File: src/design/gpsm_pkg.sv
// Shared types and constants for the gamepad poll serial master.
package gpsm_pkg;

    localparam int TICK_COUNT_WIDTH = 16;
    localparam int CFG_WIDTH        = 16;
    localparam int BUTTON_WIDTH     = 16;
    localparam int BYTE_WIDTH       = 8;
    localparam int APB_ADDR_WIDTH   = 5;
    localparam int APB_DATA_WIDTH   = 32;

    localparam logic [2:0] REG_BIT_HIGH     = 3'd0;
    localparam logic [2:0] REG_BIT_LOW      = 3'd1;
    localparam logic [2:0] REG_SELECT_SETUP = 3'd2;
    localparam logic [2:0] REG_ACK_PULSE    = 3'd3;
    localparam logic [2:0] REG_ACK_TIMEOUT  = 3'd4;

    localparam logic [CFG_WIDTH-1:0] RST_BIT_HIGH     = 16'd10;
    localparam logic [CFG_WIDTH-1:0] RST_BIT_LOW      = 16'd15;
    localparam logic [CFG_WIDTH-1:0] RST_SELECT_SETUP = 16'd10;
    localparam logic [CFG_WIDTH-1:0] RST_ACK_PULSE    = 16'd5;
    localparam logic [CFG_WIDTH-1:0] RST_ACK_TIMEOUT  = 16'd100;

    localparam logic [BYTE_WIDTH-1:0] CMD_START = 8'h01;
    localparam logic [BYTE_WIDTH-1:0] CMD_POLL  = 8'h42;
    localparam logic [BYTE_WIDTH-1:0] CMD_IDLE  = 8'h00;

    localparam logic [2:0] LAST_ACKED_BYTE = 3'd3;
    localparam logic [2:0] LAST_BYTE       = 3'd4;

    localparam logic STATUS_OK     = 1'b0;
    localparam logic STATUS_NO_ACK = 1'b1;

    typedef struct packed {
        logic [CFG_WIDTH-1:0] bit_high_ticks;
        logic [CFG_WIDTH-1:0] bit_low_ticks;
        logic [CFG_WIDTH-1:0] select_setup_ticks;
        logic [CFG_WIDTH-1:0] ack_pulse_ticks;
        logic [CFG_WIDTH-1:0] ack_timeout_ticks;
    } t_cfg;

    typedef struct packed {
        logic                    clock_line;
        logic                    command_line;
        logic                    select_line;
        logic                    done_res;
        logic                    status;
        logic [BUTTON_WIDTH-1:0] buttons;
        logic                    busy_res;
    } t_result;

endpackage

File: src/design/gpsm_cfg_regs.sv
// Configuration register file with its APB-style access port.
module gpsm_cfg_regs (
    input  logic                                 i_clk,
    input  logic                                 i_rst_n,
    input  logic                                 psel,
    input  logic                                 penable,
    input  logic                                 pwrite,
    input  logic [gpsm_pkg::APB_ADDR_WIDTH-1:0]  paddr,
    input  logic [gpsm_pkg::APB_DATA_WIDTH-1:0]  pwdata,
    output logic [gpsm_pkg::APB_DATA_WIDTH-1:0]  prdata,
    output logic                                 pready,
    output gpsm_pkg::t_cfg                       o_cfg
);
    import gpsm_pkg::*;

    t_cfg                 r_cfg;
    logic                 wr_en;
    logic [2:0]           reg_idx;
    logic [CFG_WIDTH-1:0] wr_val;
    logic [CFG_WIDTH-1:0] rd_val;

    assign pready  = 1'b1;
    assign wr_en   = psel & penable & pwrite;
    assign reg_idx = paddr[APB_ADDR_WIDTH-1:2];
    assign wr_val  = pwdata[CFG_WIDTH-1:0];

    always_ff @(posedge i_clk) begin
        if (!i_rst_n) begin
            r_cfg.bit_high_ticks     <= RST_BIT_HIGH;
            r_cfg.bit_low_ticks      <= RST_BIT_LOW;
            r_cfg.select_setup_ticks <= RST_SELECT_SETUP;
            r_cfg.ack_pulse_ticks    <= RST_ACK_PULSE;
            r_cfg.ack_timeout_ticks  <= RST_ACK_TIMEOUT;
        end else if (wr_en) begin
            case (reg_idx)
                REG_BIT_HIGH:     r_cfg.bit_high_ticks     <= wr_val;
                REG_BIT_LOW:      r_cfg.bit_low_ticks      <= wr_val;
                REG_SELECT_SETUP: r_cfg.select_setup_ticks <= wr_val;
                REG_ACK_PULSE:    r_cfg.ack_pulse_ticks    <= wr_val;
                REG_ACK_TIMEOUT:  r_cfg.ack_timeout_ticks  <= wr_val;
                default: ;
            endcase
        end
    end

    always_comb begin
        case (reg_idx)
            REG_BIT_HIGH:     rd_val = r_cfg.bit_high_ticks;
            REG_BIT_LOW:      rd_val = r_cfg.bit_low_ticks;
            REG_SELECT_SETUP: rd_val = r_cfg.select_setup_ticks;
            REG_ACK_PULSE:    rd_val = r_cfg.ack_pulse_ticks;
            REG_ACK_TIMEOUT:  rd_val = r_cfg.ack_timeout_ticks;
            default:          rd_val = '0;
        endcase
    end

    assign prdata = {{(APB_DATA_WIDTH-CFG_WIDTH){1'b0}}, rd_val};
    assign o_cfg  = r_cfg;

endmodule

File: src/design/gpsm_core.sv
// Poll sequencer: advances one tick per accepted item and forms its pin levels.
module gpsm_core (
    input  logic              i_clk,
    input  logic              i_rst_n,
    input  logic              i_step,
    input  logic              i_start_req,
    input  logic              i_data_line,
    input  logic              i_ack_line,
    input  gpsm_pkg::t_cfg    i_cfg,
    output gpsm_pkg::t_result o_result
);
    import gpsm_pkg::*;

    typedef enum logic [3:0] {
        PH_IDLE     = 4'd0,
        PH_SETUP    = 4'd1,
        PH_BIT_HIGH = 4'd2,
        PH_BIT_LOW  = 4'd3,
        PH_ACK_HIGH = 4'd4,
        PH_ACK_WAIT = 4'd5,
        PH_HOLD     = 4'd6
    } t_phase;

    localparam logic [TICK_COUNT_WIDTH-1:0] COUNT_MAX = '1;
    localparam int CMP_WIDTH = (TICK_COUNT_WIDTH > CFG_WIDTH) ? TICK_COUNT_WIDTH : CFG_WIDTH;

    t_phase                        r_phase, n_phase;
    logic [2:0]                    r_byte_idx, n_byte_idx;
    logic [2:0]                    r_bit_idx, n_bit_idx;
    logic [TICK_COUNT_WIDTH-1:0]   r_tick_cnt, n_tick_cnt;
    logic [BYTE_WIDTH-1:0]         r_tx_shift, n_tx_shift;
    logic [BYTE_WIDTH-1:0]         r_rx_shift, n_rx_shift;
    logic [BYTE_WIDTH-1:0]         r_held_high, n_held_high;
    logic [BUTTON_WIDTH-1:0]       r_last_buttons, n_last_buttons;

    logic [CFG_WIDTH-1:0]          limit;
    logic [TICK_COUNT_WIDTH-1:0]   tick_inc;
    logic                          time_up;
    logic [BYTE_WIDTH-1:0]         rx_new;
    logic [2:0]                    bit_inc;
    logic [2:0]                    byte_inc;
    logic                          done;
    logic                          stat;

    always_comb begin
        case (r_phase)
            PH_SETUP, PH_HOLD: limit = i_cfg.select_setup_ticks;
            PH_BIT_HIGH:       limit = i_cfg.bit_high_ticks;
            PH_BIT_LOW:        limit = i_cfg.bit_low_ticks;
            PH_ACK_HIGH:       limit = i_cfg.ack_pulse_ticks;
            PH_ACK_WAIT:       limit = i_cfg.ack_timeout_ticks;
            default:           limit = i_cfg.bit_high_ticks;
        endcase
    end

    assign tick_inc = (r_tick_cnt != COUNT_MAX) ? r_tick_cnt + 1'b1 : r_tick_cnt;
    assign time_up  = (CMP_WIDTH'(tick_inc) >= CMP_WIDTH'(limit)) || (tick_inc == COUNT_MAX);
    assign rx_new   = {i_data_line, r_rx_shift[BYTE_WIDTH-1:1]};
    assign bit_inc  = r_bit_idx + 3'd1;
    assign byte_inc = r_byte_idx + 3'd1;

    always_comb begin
        n_phase        = r_phase;
        n_byte_idx     = r_byte_idx;
        n_bit_idx      = r_bit_idx;
        n_tick_cnt     = r_tick_cnt;
        n_tx_shift     = r_tx_shift;
        n_rx_shift     = r_rx_shift;
        n_held_high    = r_held_high;
        n_last_buttons = r_last_buttons;
        done           = 1'b0;
        stat           = STATUS_OK;
        case (r_phase)
            PH_SETUP: begin
                n_tick_cnt = tick_inc;
                if (time_up) begin
                    n_byte_idx = '0;
                    n_bit_idx  = '0;
                    n_tx_shift = CMD_START;
                    n_phase    = PH_BIT_HIGH;
                    n_tick_cnt = '0;
                end
            end
            PH_BIT_HIGH: begin
                n_tick_cnt = tick_inc;
                if (time_up) begin
                    n_phase    = PH_BIT_LOW;
                    n_tick_cnt = '0;
                end
            end
            PH_BIT_LOW: begin
                n_tick_cnt = tick_inc;
                if (time_up) begin
                    n_rx_shift = rx_new;
                    n_tx_shift = {1'b0, r_tx_shift[BYTE_WIDTH-1:1]};
                    n_bit_idx  = bit_inc;
                    n_tick_cnt = '0;
                    if (bit_inc != 3'd0) begin
                        n_phase = PH_BIT_HIGH;
                    end else if (r_byte_idx >= LAST_BYTE) begin
                        n_phase = PH_HOLD;
                    end else begin
                        if (r_byte_idx == LAST_ACKED_BYTE) begin
                            n_held_high = rx_new;
                        end
                        n_phase = PH_ACK_HIGH;
                    end
                end
            end
            PH_ACK_HIGH: begin
                n_tick_cnt = tick_inc;
                if (time_up) begin
                    n_phase    = PH_ACK_WAIT;
                    n_tick_cnt = '0;
                end
            end
            PH_ACK_WAIT: begin
                if (!i_ack_line) begin
                    n_byte_idx = byte_inc;
                    n_bit_idx  = '0;
                    n_tx_shift = (byte_inc == 3'd1) ? CMD_POLL : CMD_IDLE;
                    n_phase    = PH_BIT_HIGH;
                    n_tick_cnt = '0;
                end else begin
                    n_tick_cnt = tick_inc;
                    if (time_up) begin
                        n_phase    = PH_IDLE;
                        n_tick_cnt = '0;
                        done       = 1'b1;
                        stat       = STATUS_NO_ACK;
                    end
                end
            end
            PH_HOLD: begin
                n_tick_cnt = tick_inc;
                if (time_up) begin
                    n_last_buttons = {r_held_high, r_rx_shift};
                    n_phase        = PH_IDLE;
                    n_tick_cnt     = '0;
                    done           = 1'b1;
                end
            end
            default: begin
                n_phase = PH_IDLE;
                if (i_start_req) begin
                    n_byte_idx = '0;
                    n_bit_idx  = '0;
                    n_phase    = PH_SETUP;
                    n_tick_cnt = '0;
                end
            end
        endcase
    end

    always_comb begin
        o_result.clock_line   = 1'b1;
        o_result.command_line = 1'b1;
        o_result.select_line  = 1'b0;
        case (n_phase)
            PH_IDLE:     o_result.select_line = 1'b1;
            PH_BIT_HIGH: o_result.command_line = n_tx_shift[0];
            PH_BIT_LOW: begin
                o_result.clock_line   = 1'b0;
                o_result.command_line = n_tx_shift[0];
            end
            PH_ACK_WAIT: o_result.clock_line = 1'b0;
            default: ;
        endcase
        o_result.done_res = done;
        o_result.status   = stat;
        o_result.buttons  = n_last_buttons;
        o_result.busy_res = (n_phase != PH_IDLE);
    end

    always_ff @(posedge i_clk) begin
        if (!i_rst_n) begin
            r_phase        <= PH_IDLE;
            r_byte_idx     <= '0;
            r_bit_idx      <= '0;
            r_tick_cnt     <= '0;
            r_tx_shift     <= '0;
            r_rx_shift     <= '0;
            r_held_high    <= '0;
            r_last_buttons <= '1;
        end else if (i_step) begin
            r_phase        <= n_phase;
            r_byte_idx     <= n_byte_idx;
            r_bit_idx      <= n_bit_idx;
            r_tick_cnt     <= n_tick_cnt;
            r_tx_shift     <= n_tx_shift;
            r_rx_shift     <= n_rx_shift;
            r_held_high    <= n_held_high;
            r_last_buttons <= n_last_buttons;
        end
    end

endmodule

File: src/design/gpsm_out_buf.sv
// Two-entry result buffer: output register plus skid register.
module gpsm_out_buf (
    input  logic              i_clk,
    input  logic              i_rst_n,
    input  logic              i_push,
    input  gpsm_pkg::t_result i_result,
    output logic              o_can_push,
    output logic              o_valid,
    input  logic              i_ready,
    output gpsm_pkg::t_result o_result
);
    import gpsm_pkg::*;

    logic    r_main_valid;
    logic    r_skid_valid;
    t_result r_main;
    t_result r_skid;
    logic    pop;

    assign pop        = r_main_valid & i_ready;
    assign o_can_push = !r_skid_valid;
    assign o_valid    = r_main_valid;
    assign o_result   = r_main;

    always_ff @(posedge i_clk) begin
        if (!i_rst_n) begin
            r_main_valid <= 1'b0;
            r_skid_valid <= 1'b0;
        end else if (r_skid_valid) begin
            if (pop) begin
                r_main       <= r_skid;
                r_skid_valid <= 1'b0;
            end
        end else if (i_push) begin
            if (!r_main_valid || pop) begin
                r_main       <= i_result;
                r_main_valid <= 1'b1;
            end else begin
                r_skid       <= i_result;
                r_skid_valid <= 1'b1;
            end
        end else if (pop) begin
            r_main_valid <= 1'b0;
        end
    end

endmodule

File: src/design/gamepad_poll_serial_master.sv
// Top level of the gamepad poll serial master.
// Each input item is one time tick carrying the sampled data and acknowledge
// pins and a start request. Each item yields exactly one result item with the
// clock, command and select pin levels, done and status flags, the last good
// button word and a busy flag. A start request is taken only while idle.
// The result of an item is registered in the output buffer before it is presented.
// One item is accepted per cycle unless stalled; the sequencer state advances
// in one pass of logic between its state registers and the result register.
// A two-entry output buffer lets one more item be accepted while a result
// waits; the input stalls only when both entries are full.
// Reset returns the sequencer to idle, sets the button word to all ones,
// empties the output buffer and loads the default timing registers. The user
// is to write them over the APB-style port while idle; the block won't check.
module gamepad_poll_serial_master (
    input  logic                                i_clk,
    input  logic                                i_rst_n,
    input  logic                                i_in_valid,
    output logic                                o_in_ready,
    input  logic                                i_start_req,
    input  logic                                i_data_line,
    input  logic                                i_ack_line,
    output logic                                o_out_valid,
    input  logic                                i_out_ready,
    output logic                                o_clock_line,
    output logic                                o_command_line,
    output logic                                o_select_line,
    output logic                                o_done_res,
    output logic                                o_status,
    output logic [gpsm_pkg::BUTTON_WIDTH-1:0]   o_buttons,
    output logic                                o_busy_res,
    input  logic                                psel,
    input  logic                                penable,
    input  logic                                pwrite,
    input  logic [gpsm_pkg::APB_ADDR_WIDTH-1:0] paddr,
    input  logic [gpsm_pkg::APB_DATA_WIDTH-1:0] pwdata,
    output logic [gpsm_pkg::APB_DATA_WIDTH-1:0] prdata,
    output logic                                pready
);
    import gpsm_pkg::*;

    t_cfg    cfg;
    t_result step_result;
    t_result out_result;
    logic    can_push;
    logic    step;

    assign o_in_ready = can_push;
    assign step       = i_in_valid & can_push;

    gpsm_cfg_regs u_cfg_regs (
        .i_clk   (i_clk),
        .i_rst_n (i_rst_n),
        .psel    (psel),
        .penable (penable),
        .pwrite  (pwrite),
        .paddr   (paddr),
        .pwdata  (pwdata),
        .prdata  (prdata),
        .pready  (pready),
        .o_cfg   (cfg)
    );

    gpsm_core u_core (
        .i_clk       (i_clk),
        .i_rst_n     (i_rst_n),
        .i_step      (step),
        .i_start_req (i_start_req),
        .i_data_line (i_data_line),
        .i_ack_line  (i_ack_line),
        .i_cfg       (cfg),
        .o_result    (step_result)
    );

    gpsm_out_buf u_out_buf (
        .i_clk      (i_clk),
        .i_rst_n    (i_rst_n),
        .i_push     (step),
        .i_result   (step_result),
        .o_can_push (can_push),
        .o_valid    (o_out_valid),
        .i_ready    (i_out_ready),
        .o_result   (out_result)
    );

    assign o_clock_line   = out_result.clock_line;
    assign o_command_line = out_result.command_line;
    assign o_select_line  = out_result.select_line;
    assign o_done_res     = out_result.done_res;
    assign o_status       = out_result.status;
    assign o_buttons      = out_result.buttons;
    assign o_busy_res     = out_result.busy_res;

endmodule
File: config.mk
export PLATFORM = sky130hd
export DESIGN_NAME = gamepad_poll_serial_master
export DESIGN_NICKNAME = d
export VERILOG_FILES = /design/src/design/gpsm_pkg.sv /design/src/design/gpsm_cfg_regs.sv /design/src/design/gpsm_core.sv /design/src/design/gpsm_out_buf.sv /design/src/design/gamepad_poll_serial_master.sv
export SDC_FILE = /design/constraint.sdc
export NUM_CORES = 1
export LEC_CHECK = 0
export ABC_CLOCK_PERIOD_IN_PS = 4200
export BUFFER_PORTS_ARGS = -buffer_cell sky130_fd_sc_hd__buf_2
export CORE_ASPECT_RATIO = 1.1
export CORE_MARGIN = 1.5
export CORE_UTILIZATION = 55
export CTS_BUF_LIST = sky130_fd_sc_hd__clkbuf_4 sky130_fd_sc_hd__clkbuf_8
export DETAILED_ROUTE_END_ITERATION = 16
export PLACE_DENSITY = 0.78
export SLEW_MARGIN = 20
export SYNTH_ARGS = -nofsm -noshare
export SYNTH_HDL_FRONTEND = slang
export SYNTH_SLANG_ARGS = --single-unit
export TNS_END_PERCENT = 50
File: constraint.sdc
create_clock -name i_clk -period 4.2 [get_ports i_clk]
set_clock_uncertainty 0.15 [all_clocks]
set_input_delay 0.42 -clock i_clk [delete_from_list [all_inputs] [get_ports i_clk]]
set_output_delay 0.42 -clock i_clk [all_outputs]
set_load 0.05 [all_outputs]
## Word level (Yosys, flattened, before mapping)

Index checks and enable logic that the tools add are counted.

| storage, ports and cells | value |
|---|---|
| register bits after elaboration | 192 |
| bits of input ports | 47 |
| output and inout port bits | 57 |
| word-level logic and storage cells | 151 |

| cells by class | value |
|---|---|
| $add $sub $neg | 3 |
| magnitude comparators | 2 |
| eq/ne operators | 22 |
| mux-type cells | 49 |
| bitwise logic cells | 10 |
| reduce and logical (&&, ||, !) cells | 35 |

Operators with widths:

| kind | number |
|---|---|
| $mux W16 | 6 |
| $mux W22 | 4 |
| $pmux W16 S5 | 1 |
| $pmux W16 S4 | 1 |
| $pmux W16 S2 | 1 |
| $mux W4 | 7 |
| $mux W8 | 3 |
| $pmux W4 S6 | 1 |
| $pmux W8 S3 | 1 |
| $add A16 B1 Y16 const B | 1 |
| $eq A16 B16 Y1 const B | 1 |
| $eq A4 B2 Y1 const B | 4 |
| $eq A4 B3 Y1 const B | 4 |
| $ge A16 B16 Y1 | 1 |
| $ne A16 B16 Y1 const B | 1 |
| $mux W3 | 5 |
| $mux W1 | 14 |
| $pmux W3 S4 | 1 |
| $reduce_and A2 Y1 | 6 |
| $reduce_and A6 Y1 | 2 |
| $reduce_bool A3 Y1 | 4 |
| $reduce_and A5 Y1 | 2 |
| $eq A3 B2 Y1 const B | 3 |
| $pmux W3 S3 | 1 |
| 24 further kinds | 46 |

## Depth between registers and ports, before layout

Gate-level depths: netlist of the first run.

| depth | value |
|---|---|
| depth in word-level cells | 14 |
| depth in mapped cells | 20 |
| mapped depth without buffers | 16 |

## Modules after synthesis

Synthesis of the first run repeated with hierarchy kept, for this count alone.

| second synthesis, totals | value |
|---|---|
| cells, all modules | 1028 |
| area, all modules | 10100.9 µm² |

Modules (own cells, without submodules):

| module | times used | cells an instance | area each (µm²) | seq. area each (µm²) |
|---|---|---|---|---|
| gpsm_core | 1 | 550 | 4566.9 | 1301.2 |
| gpsm_cfg_regs | 1 | 394 | 3777.4 | 1601.5 |
| gpsm_out_buf | 1 | 83 | 1750.4 | 1361.3 |
| gamepad_poll_serial_master | 1 | 1 | 6.3 | 0.0 |

## Least setup slack after synthesis of the first run

No wires, ideal clock.

| timing | value |
|---|---|
| path kind | reg-to-reg |
| start point | reg u_core.r_phase[2] |
| end point | reg u_out_buf.r_main, in the netlist u_out_buf.o_result[12], data pin |
| library setup time | 261 ps |
| arrival time | 4031 ps |
| required time | 3789 ps |
| slack | -243 ps |
| cell stages (with the launch flop) | 21 |
| path buffers | 5 |
| clock period less this slack | 4443 ps |
| cell sequence | dfxtp_1 clkbuf_1 nor2_1 or3_1 clkbuf_1 clkbuf_1 a222oi_1 nand2_1 a21oi_1 ha_1 a21o_1 a21o_1 a21oi_1 o211ai_1 a21oi_1 o21ai_2 nand2b_1 buf_6 buf_6 mux2_4 mux2_4 |

RTL lines:

| what | RTL line | text |
|---|---|---|
| start: declaration | gpsm_core.sv:27 | `t_phase r_phase, n_phase;` |
| start signal: assignment | gpsm_core.sv:186 | `r_phase <= n_phase;` |
| end signal: assignment | gpsm_out_buf.sv:31 | `r_main <= r_skid;` |
| end signal: assignment | gpsm_out_buf.sv:36 | `r_main <= i_result;` |
| end: declaration | gpsm_out_buf.sv:16 | `t_result r_main;` |

==> results of run 1 <==
[critical path, stage by stage (launching register included)]
cell and delay [ns]:
dfxtp_2 0.35, and3_4 0.19, or3_4 0.44, a222oi_1 0.37, nand2_1 0.11, a21oi_2 0.13, ha_1 0.26, a21o_1 0.18
a21o_1 0.19, a21oi_2 0.13, o211ai_1 0.17, a21oi_2 0.18, o21ai_2 0.08, nand2b_1 0.12, buf_12 0.14, buf_8 0.15
mux2_4 0.32, mux2_4 0.26
[cell families (layout without fill, tap and decap cells)]
logic type / after synthesis / count (layout) / share of synthesized area
adder cells (fa/ha/maj): 22 / 22 / 0.0285
AND/OR/NAND/NOR: 439 / 440 / 0.205
AO/OA/AOI/OAI: 238 / 238 / 0.159
XOR/XNOR: 8 / 8 / 0.00726
multiplexers: 87 / 87 / 0.103
other: 2 / 17 / 0.000778
buffers and inverters: 109 / 189 / 0.0541
flip-flops: 191 / 191 / 0.442
[synth_stat cells, types with 6 or more instances]
master and number:
o21ai_0 30, dfxtp_1 147, xnor2_1 7, or3_1 6
a222oi_1 18, a22oi_1 11, and3_1 6, nor3_1 17
edfxtp_1 44, nor2_1 56, a21oi_1 113, nand2_1 269
ha_1 22, inv_1 18, a211oi_1 10, mux2i_1 49
nand4_1 7, mux2_2 19, buf_4 20, nand3_1 36
a221o_1 15, nand2b_1 10, clkbuf_1 57, mux2_4 18
[sequential cells by signal, indices dropped and copies added, names as in the netlist, 3 cells and up]
signal                 count
u_cfg_regs.o_cfg          80
u_out_buf.o_result        22
u_out_buf.r_skid          22
u_core.r_last_buttons     16
u_core.r_tick_cnt         16
u_core.r_held_high         8
u_core.r_rx_shift          8
u_core.r_tx_shift          7
u_core.r_phase             4
u_core.r_bit_idx           3
u_core.r_byte_idx          3
[per-layer routing]
layer / global-route usage / wire, microns
met5: 0 / 0
met1: 0.347 / 10300
met4: 0.0881 / 541
met3: 0.0456 / 2050
met2: 0.450 / 12000
[stage by stage]
stage	setup slack, ns	hold slack, ns	total power, uW
global route	-0.0873	0.0358	3690
global placement	0.0823	0.289	2270
CTS	0.00392	0.0291	3580
finish	0.0466	0.0498	3570
floorplan	0.0202	0.279	2180
detailed placement	0.0184	0.295	2270
[worst paths after layout]
kind	to	from
setup / recovery	u_out_buf.o_result[3]$_DFFE_PP_	u_core.r_phase[2]$_SDFFE_PN0P_
hold reg to reg	u_core.r_tx_shift[5]$_SDFFE_PN0P_	u_core.r_tx_shift[5]$_SDFFE_PN0P_
setup reg to reg	u_out_buf.o_result[3]$_DFFE_PP_	u_core.r_phase[2]$_SDFFE_PN0P_
hold / removal	u_cfg_regs.o_cfg[12]$_SDFFE_PN0P_	pwdata[12]
[area by class of cell]
type / count / area, sq um
multi-input combinational: 812 / 5080
timing repair buffer: 137 / 963
fill: 1393 / 5940
clock inverter: 15 / 226
clock buffer: 17 / 234
tap: 234 / 293
inverter: 20 / 76.3
sequential: 191 / 4270
[layout by cell type, fill, tap and decap left out, drive strengths merged, types with 22 or more instances in the layout]
master    n
mux2     37
nand3    36
mux2i    49
ha       22
inv      28
o21ai    31
nand2   269
nor2     56
a21oi   114
edfxtp   44
dfxtp   147
buf     136
[report_power, final]
group / internal [uW] / leakage (uW) / total [uW] / switching (uW)
clock: 493 / 0.000226 / 1320 / 831
combinational: 96.5 / 0.00246 / 340 / 243
sequential: 1890 / 0.00150 / 1900 / 10.9
[timing repair]
action / CTS / global route
endpoints found under the setup margin: 0 / 68
hold endpoints to repair: 1 / 0
setup buffers: 0 / 10
resized for setup: 0 / 31
hold buffers: 1 / 0
==> metrics.cfg, run 1 <==
[timing]
maxSlewViolCount = 0
relSlewSlack = 0.419
worstMarginPinSlew_ns = 0.872
min_period_over_period = 0.989
finalCriticalPeriod_ns = 4.15
finalSetupViolCount = 0
rsz0062_at_grt = yes
fmax_mhz = 241
hold_viol_final = 0
setup-tns-final_ns = 0

[drt]
wl_per_cell_microns = 17.4
via_per_inst = 5.95
detail-route-antenna-nets = 0
routed_wirelength_mm = 24.8
drc = 0
dr.pass1.iters = 6
drtIter0Drc = 727
vias = 8478

[floorplanning]
die_width_microns = 129
start_util = 0.565
die_area_sq_um = 18300
rows = 50
coreArea_sq_um = 17100
io_pins = 104
die_h_microns = 142

[clocking]
numCtsBuffers = 17
clockBufferDepth = 2
cts_tree = yes
clock-sinks = 191
cts_root_buf = clkbuf_8
clk_pin_slew_ns = 0.12
htree_levels = 4
worstSkewPairLatency_ns = 0.49

[logic_synthesis]
ys_types = 68
yosys.area.top_type = dfxtp_1
synth_seq_area_share = 0.442
synthTopCellsByArea = dfxtp_1 (31%), edfxtp_1 (14%), nand2_1 (10%), a21oi_1 (5.9%), mux2i_1 (5.1%)
synth_flop_cell = dfxtp_1
avgSynthCellArea_sq_um = 8.80
syn_area_sq_um = 9650
synth_top_area_frac = 0.305
synth-seq-cells = 191
async_reset_ff_frac = 0
netlist_instances = 1096
synth_edf_count = 44
ys_warn_count = 0

[cells_and_area]
n_antenna_cell = 0
finalNonFillerCells = 1426
drive_gt1_frac = 0.211
post-route-util = 0.652
final_area_sq_um = 11100
nets = 1248
area.growth.synth_to_final_pct = 15.4

[global_routing]
grt_max_degree = 64
antenna_found_initial = 0
grt_pass1_wl_mm = 39.0
grt_pass1_vias = 7802
grt.total_usage = 0.267
grt_overflow_total = 0

[critical_path]
worstRegToRegCells = 17
required_ns = 4.31
critPathKind = flop to flop
crit_arrival_ns = 4.26
end_kind = flop
startpoint_type = flop
cp_max_fo = 8
rrSetupSlack_ns = 0.05

[power_and_ir_drop]
p_leak_uw = 0.00419
peakVddDrop_uv = 212
power_density_nw_per_um2 = 320

[hold_path]
hold_depth = 3
hold_class = input pin to flop

[placed_design]
post_dp_cell_area_sq_um = 10500
port_buffers = 68
routabilityCongestion = 0.901
dp_hpwl_mm = 16.0
dp.cells = 1383

[run]
cap_violations = 0

[outcome]
status = completed

Note: power is estimated with default switching activity, not from simulation.
==> inputs of run 2 (changes only) <==
- ABC_AREA: not set -> 1
- PLACE_DENSITY: 0.78 -> 0.79
==> metrics.cfg, run 2 <==
[hold_path]
whs_endpoint = u_core.r_rx_shift[7]$_SDFFE_PN0P_
hold_depth = 3  ; unchanged
hp-start = i_data_line
hold_class = input pin to flop

[cells_and_area]
area.growth.synth_to_final_pct = 11.6
largest_reg_flops = 80  ; unchanged
n_antenna_cell = 0  ; unchanged
layout_common_cells = nand2_1 (308), nor2_1 (170), dfxtp_1 (145), inv_1 (118), o21ai_0 (110)
drive_gt1_frac = 0.126  ; -0.0846
finalNonFillerCells = 1591  ; +12%
nets = 1413  ; +13%
final_common_cell = nand2_1

[logic_synthesis]
synth_seq_area_share = 0.451  ; +0.00895
avgSynthCellArea_sq_um = 7.39  ; -16%
synth-seq-cells = 191  ; unchanged
synth_mux_area_frac = 0  ; -0.103
synthSimpleGateAreaFrac = 0.248  ; +0.0431
synth_edf_count = 44  ; unchanged
synthTopCellsByArea = dfxtp_1 (31%), edfxtp_1 (14%), nand2_1 (12%), nor2_1 (7.0%), o21ai_0 (6.4%)
yosys.area_share.adder = 0.0291  ; +0.000578
synth_xor_area_frac = 0.00278  ; -0.00448
ys_warn_count = 0  ; unchanged
syn_area_sq_um = 9460  ; -2.0%
ys_types = 49  ; -28%
yosys-top-cells-count = nand2_1 (308), nor2_1 (176), dfxtp_1 (147)
synth-compound-area-share = 0.181  ; +0.0224
synth.most_common_cell = nand2_1
synth_top_family_by_area = simple AND/OR/NAND/NOR gates
netlist_instances = 1279  ; +17%
async_reset_ff_frac = 0  ; unchanged
synth_top_area_frac = 0.311  ; +0.00617
synth_flop_cell = dfxtp_1
yosys.area.top_type = dfxtp_1

[floorplanning]
start_util = 0.558  ; -0.00712
io_pins = 104  ; unchanged
rows = 50  ; unchanged
die_area_sq_um = 18000  ; -1.9%
coreArea_sq_um = 17000  ; -0.73%
die_h_microns = 141  ; -0.98%
die_width_microns = 128  ; -0.97%

[placed_design]
port_buffers = 68  ; unchanged
dp_slack_ns = 0.117  ; +0.0990 ns
routabilityCongestion = 0.901  ; about the same
dp_hpwl_mm = 16.1  ; +0.62%
dp.cells = 1559  ; +13%

[drt]
detail-route-antenna-nets = 0  ; unchanged
route.top_layer_used = met4
met3_length_mm = 1.63  ; -21%
wl_per_cell_microns = 14.8  ; -15%
via_per_inst = 5.44  ; -8.6%
drtIter0Drc = 862  ; +19%
wirelength_met1_mm = 10.4  ; +1.2%
dr.pass1.iters = 5  ; -1
drc = 0  ; unchanged
wl_met2_mm = 10.9  ; -9.1%
vias = 8648  ; +2.0%
routed_wirelength_mm = 23.5  ; -5.4%

[critical_path]
required_ns = 4.29  ; -0.02 ns
rrSetupSlack_ns = 0.31  ; +0.27 ns
timing.rr.start = u_core.r_phase[0]$_SDFFE_PN0P_
slowest_delay_ns = 0.38  ; -0.06 ns
crit_family = simple AND/OR/NAND/NOR gates
worst-path-buf-inv = 8  ; +6
crit_arrival_ns = 3.98  ; -0.28 ns
end_kind = flop
crit_slowest_cell = dfxtp_2
critPathMostFrequentCell = nand2_1
startpoint_type = flop
critPathKind = flop to flop
rr_endpoint = u_out_buf.o_result[21]$_DFFE_PP_
worstRegToRegCells = 29  ; +12
cp_max_fo = 17  ; +9
startpoint = u_core.r_phase[0]$_SDFFE_PN0P_

[timing]
min_period_over_period = 0.926  ; -0.0632
maxSlewViolCount = 0  ; unchanged
hold_viol_final = 0  ; unchanged
finalSetupViolCount = 0  ; unchanged
setup-tns-final_ns = 0  ; unchanged
worstMarginPinSlew_ns = 0.895  ; +0.0232 ns
setup_ws_ns = 0.312  ; +0.265 ns
finalCriticalPeriod_ns = 3.89  ; -0.265 ns
relSlewSlack = 0.403  ; -0.0154
fmax_mhz = 257  ; +6.8%
rsz0062_at_grt = no

[clocking]
cts_tree = yes
ctsResizeCount = 0  ; unchanged
cts_setup_buffers = 0  ; unchanged
cts_root_buf = clkbuf_8
numCtsBuffers = 17  ; unchanged
clock-sinks = 191  ; unchanged
worstSkewPairLatency_ns = 0.48  ; about the same
htree_levels = 4  ; unchanged
clk_pin_slew_ns = 0.11  ; about the same
holdBufCountCts = 0  ; -1
clockBufferDepth = 2  ; unchanged

[global_routing]
grt_max_degree = 103  ; +61%
antenna_found_initial = 0  ; unchanged
grt_pass1_vias = 7859  ; +0.73%
grt.total_usage = 0.265  ; -0.00218
grt_overflow_total = 0  ; unchanged
grt_pass1_wl_mm = 38.2  ; -1.9%

[run]
cap_violations = 0  ; unchanged

[power_and_ir_drop]
power_density_nw_per_um2 = 351  ; +9.6%
p_leak_uw = 0.00459  ; +9.5%
peakVddDrop_uv = 242  ; +14%

[outcome]
status = completed

## run 2: worst max-delay path by stage
stage,endpoint,depth (start not counted),slack (ns)
floorplan,u_out_buf.o_result[0]$_DFFE_PP_,26,0.48
global placement,u_out_buf.o_result[5]$_DFFE_PP_,25,0.18
detailed placement,u_out_buf.o_result[9]$_DFFE_PP_,25,0.12
CTS,u_out_buf.o_result[9]$_DFFE_PP_,25,0.08
global route,u_out_buf.o_result[21]$_DFFE_PP_,29,0.0005
finish,u_out_buf.o_result[21]$_DFFE_PP_,29,0.31
## run 2: metrics by stage
stage	power, uW	instance area [sq um]	hold slack, ns	util
CTS	3710	10500	0.0295	0.620
detailed placement	2510	10100	0.303	0.595
floorplan	2360	9510	0.283	-
global route	3850	10600	0.0309	0.623
global placement	2490	10100	0.299	0.595
finish	3710	10600	0.0492	0.623
## run 2: worst reg2reg max path: cells and delay by family (launching register included)
kind / cells / cell delay, ns
fa+ha+maj: 1 / 0.31
buf+inv: 8 / 0.81
compound gates: 5 / 0.63
simple gates: 15 / 1.38
flops: 1 / 0.38
## run 2: final cells by class
cell class,instances,area (sq um)
sequential,191,4270
timing repair buffer,102,637
inverter,124,465
tap,234,293
clock buffer,17,234
clock inverter,15,181
fill,1504,6400
multi-input combinational,908,4480
## run 2: kinds of logic after synthesis
group	Yosys count
DFF	191
buffers and inverters	195
xor gates and xnor gates	3
other	2
AOI/OAI and AO/OA	297
adders and majority gates	22
and+or+nand+nor	569
## run 2: routing by layer
layer  up-vias  global-route usage
met1      3926               0.352
met3        47              0.0519
met5         -                   0
met2       332               0.431
met4         0              0.0923
li1       4343                   -
## run 2: report_power, final
group          internal (uW)  total, uW  switching, uW  leakage (uW)
combinational            144        526            382       0.00280
clock                    463       1220            762      0.000207
sequential              1930       1950           23.0       0.00158
total                   2540       3710           1170       0.00459
==> inputs of run 3 (changes only) <==
- CORE_ASPECT_RATIO: 1.1 -> 1.4
- CORE_UTILIZATION: 55 -> 30
- PLACE_DENSITY: 0.79 -> not set
- SYNTH_HIERARCHICAL: not set -> 1
==> metrics.cfg, run 3 <==
[floorplanning]
coreArea_sq_um = 34200  ; +100%
die_h_microns = 224  ; +59%
io_pins = 104  ; unchanged
rows = 80  ; +60%
die_width_microns = 161  ; +26%
start_util = 0.306  ; -0.252
die_area_sq_um = 36100  ; +100%

[hold_path]
hp-start = pwdata[5]
hold_class = input pin to flop
whs_endpoint = u_cfg_regs/o_cfg[5]$_SDFFE_PN1P_
hold_depth = 3  ; unchanged

[logic_synthesis]
synth_seq_area_share = 0.407  ; -0.0438
syn_area_sq_um = 10500  ; +11%
synth_edf_count = 44  ; unchanged
ys_warn_count = 6  ; +6
netlist_instances = 1501  ; +17%
async_reset_ff_frac = 0  ; unchanged
ys_types = 42  ; -14%
synth.most_common_cell = nand2_1
yosys.area.top_type = dfxtp_1
synthTopCellsByArea = dfxtp_1 (28%), nand2_1 (16%), edfxtp_1 (13%), nor2_1 (8.5%), nand3_1 (6.0%)
synth_top_area_frac = 0.281  ; -0.0303
avgSynthCellArea_sq_um = 6.98  ; -5.6%
synth-seq-cells = 191  ; unchanged
synth_flop_cell = dfxtp_1
yosys-top-cells-count = nand2_1 (459), nor2_1 (237), dfxtp_1 (147)

[clocking]
numCtsBuffers = 17  ; unchanged
clockBufferDepth = 2  ; unchanged
worstSkewPairLatency_ns = 0.49  ; about the same
cts_root_buf = clkbuf_8
cts_tree = yes
clock-sinks = 191  ; unchanged
clk_pin_slew_ns = 0.10  ; about the same
htree_levels = 4  ; unchanged

[critical_path]
rrSetupSlack_ns = 0.30  ; -0.02 ns
slowest_delay_ns = 0.37  ; about the same
startpoint = u_core/r_phase[2]$_SDFFE_PN0P_
startpoint_type = flop
crit_slowest_cell = dfxtp_2
worstRegToRegCells = 30  ; +3.4%
end_kind = flop
rr_endpoint = u_out_buf/o_result[21]$_DFFE_PP_
critPathKind = flop to flop
timing.rr.start = u_core/r_phase[2]$_SDFFE_PN0P_
crit_arrival_ns = 4.00  ; +0.02 ns
required_ns = 4.29  ; about the same
cp_max_fo = 8  ; -9
critPathMostFrequentCell = nand2_1

[power_and_ir_drop]
p_leak_uw = 0.00501  ; +9.1%
peakVddDrop_uv = 162  ; -33%
power_density_nw_per_um2 = 310  ; -12%

[placed_design]
dp_hpwl_mm = 19.1  ; +19%
routabilityCongestion = 0.827  ; -8.2%
port_buffers = 68  ; unchanged
post_dp_cell_area_sq_um = 11100  ; +10%

[global_routing]
grt_max_degree = 90  ; -13%
grt_overflow_total = 0  ; unchanged
grt_pass1_wl_mm = 45.3  ; +19%
antenna_found_initial = 1  ; +1
grt_pass1_vias = 8855  ; +13%
grt.total_usage = 0.157  ; -0.108

[cells_and_area]
drive_gt1_frac = 0.131  ; +0.00540
final_common_cell = nand2_1
nets = 1616  ; +14%
largest_reg_flops = 80  ; unchanged
post-route-util = 0.340  ; -0.282
area.growth.synth_to_final_pct = 11.2
final_area_sq_um = 11600  ; +10%
layout_common_cells = nand2_1 (457), nor2_1 (231), dfxtp_1 (144), inv_1 (132), nand3_1 (125)

[drt]
dr.pass1.iters = 5  ; unchanged
drc = 0  ; unchanged
drtIter0Drc = 675  ; -22%
wl_per_cell_microns = 13.9  ; -5.6%
via_per_inst = 4.78  ; -12%
routed_wirelength_mm = 28.0  ; +19%
detail-route-antenna-nets = 0  ; unchanged
vias = 9617  ; +11%

[timing]
hold_viol_final = 0  ; unchanged
worstMarginPinSlew_ns = 0.980  ; +0.0850 ns
finalSetupViolCount = 0  ; unchanged
finalCriticalPeriod_ns = 3.90  ; +0.0157 ns
maxSlewViolCount = 0  ; unchanged
whs_ns = 0.0369  ; -0.0123 ns
fmax_mhz = 256  ; -0.40%
relSlewSlack = 0.347  ; -0.0567
min_period_over_period = 0.929  ; +0.00373

[outcome]
status = completed

[run]
cap_violations = 0  ; unchanged

==> run 3: cell count changes after synthesis, moves of 18 or more <==
cell / delta
nand3_1: +73
nand2_1: +151
nand4_1: +38
o21ai_0: -81
a21oi_1: -55
nor2_1: +61
clkbuf_1: -18
==> run 3: worst max-delay path by stage <==
stage	endpoint	slack [ns]	cells after the start
2_1_floorplan	u_out_buf/o_result[0]$_DFFE_PP_	0.35	29
3_3_place_gp	u_out_buf/o_result[0]$_DFFE_PP_	0.08	29
3_5_place_dp	u_out_buf/o_result[0]$_DFFE_PP_	0.06	29
4_1_cts	u_out_buf/o_result[0]$_DFFE_PP_	0.03	29
5_1_grt	u_core/r_held_high[1]$_SDFFE_PN0P_	-0.02	29
6_report	u_out_buf/o_result[21]$_DFFE_PP_	0.30	30
==> run 3: kinds of logic (layout without fill, tap and decap cells) <==
family,after synthesis,count (layout),share of synthesized area
buffers and inverters,231,275,0.107
XOR/XNOR,4,4,0.00335
flip-flops,191,191,0.407
AO/OA/AOI/OAI,146,146,0.0843
adder cells (fa/ha/maj),22,22,0.0263
AND/OR/NAND/NOR,905,905,0.371
other,2,18,0.000717
==> run 3: layout make-up <==
cell class                 instances  area (sq um)
fill                            3680         22600
multi-input combinational       1094          5200
sequential                       191          4270
timing repair buffer             103           688
tap                              451           564
inverter                         140           534
clock buffer                      18           241
clock inverter                    14           148
antenna                            1          2.50
==> run 3: routing by layer <==
metal	vias to the layer above	global-route usage	wire length [microns]
li1	4881	-	-
met1	4399	0.186	11800
met2	288	0.284	14200
met3	49	0.0250	1450
met4	0	0.0565	660
met5	-	0	0
==> run 3: worst max-delay path, delay by kind of cell (launching register included) <==
kind	cells	cell delay [ns]
AND/OR/NAND/NOR	15	1.28
buffers and inverters	8	0.86
flip-flops	1	0.37
AO/OA/AOI/OAI	6	0.71
adder cells (fa/ha/maj)	1	0.32
==> run 3: power breakdown <==
group          internal [uW]  total, uW  switching, uW  leakage, uW
sequential              1910       1930           17.1      0.00153
clock                    448       1200            754     0.000191
combinational            127        480            353      0.00329
total                   2480       3610           1120      0.00501
==> run 3: repair_timing <==
action,4_1_cts,5_1_grt
endpoints found under the setup margin,0,104
endpoints found under the hold margin,2,0
hold buffers,1,0
resized for setup,0,22
setup buffers,0,5
==> run 3: per-stage QoR <==
stage | worst slack [ns] | setup TNS, ns | std cells | power [uW]
global placement | 0.0769 | 0 | 1972 | 2420
finish | 0.296 | 0 | 2012 | 3610
floorplan | 0.351 | 0 | 1516 | 2320
CTS | 0.0256 | 0 | 2005 | 3630
detailed placement | 0.0645 | 0 | 1972 | 2430
global route | -0.0239 | -0.0582 | 2012 | 3770
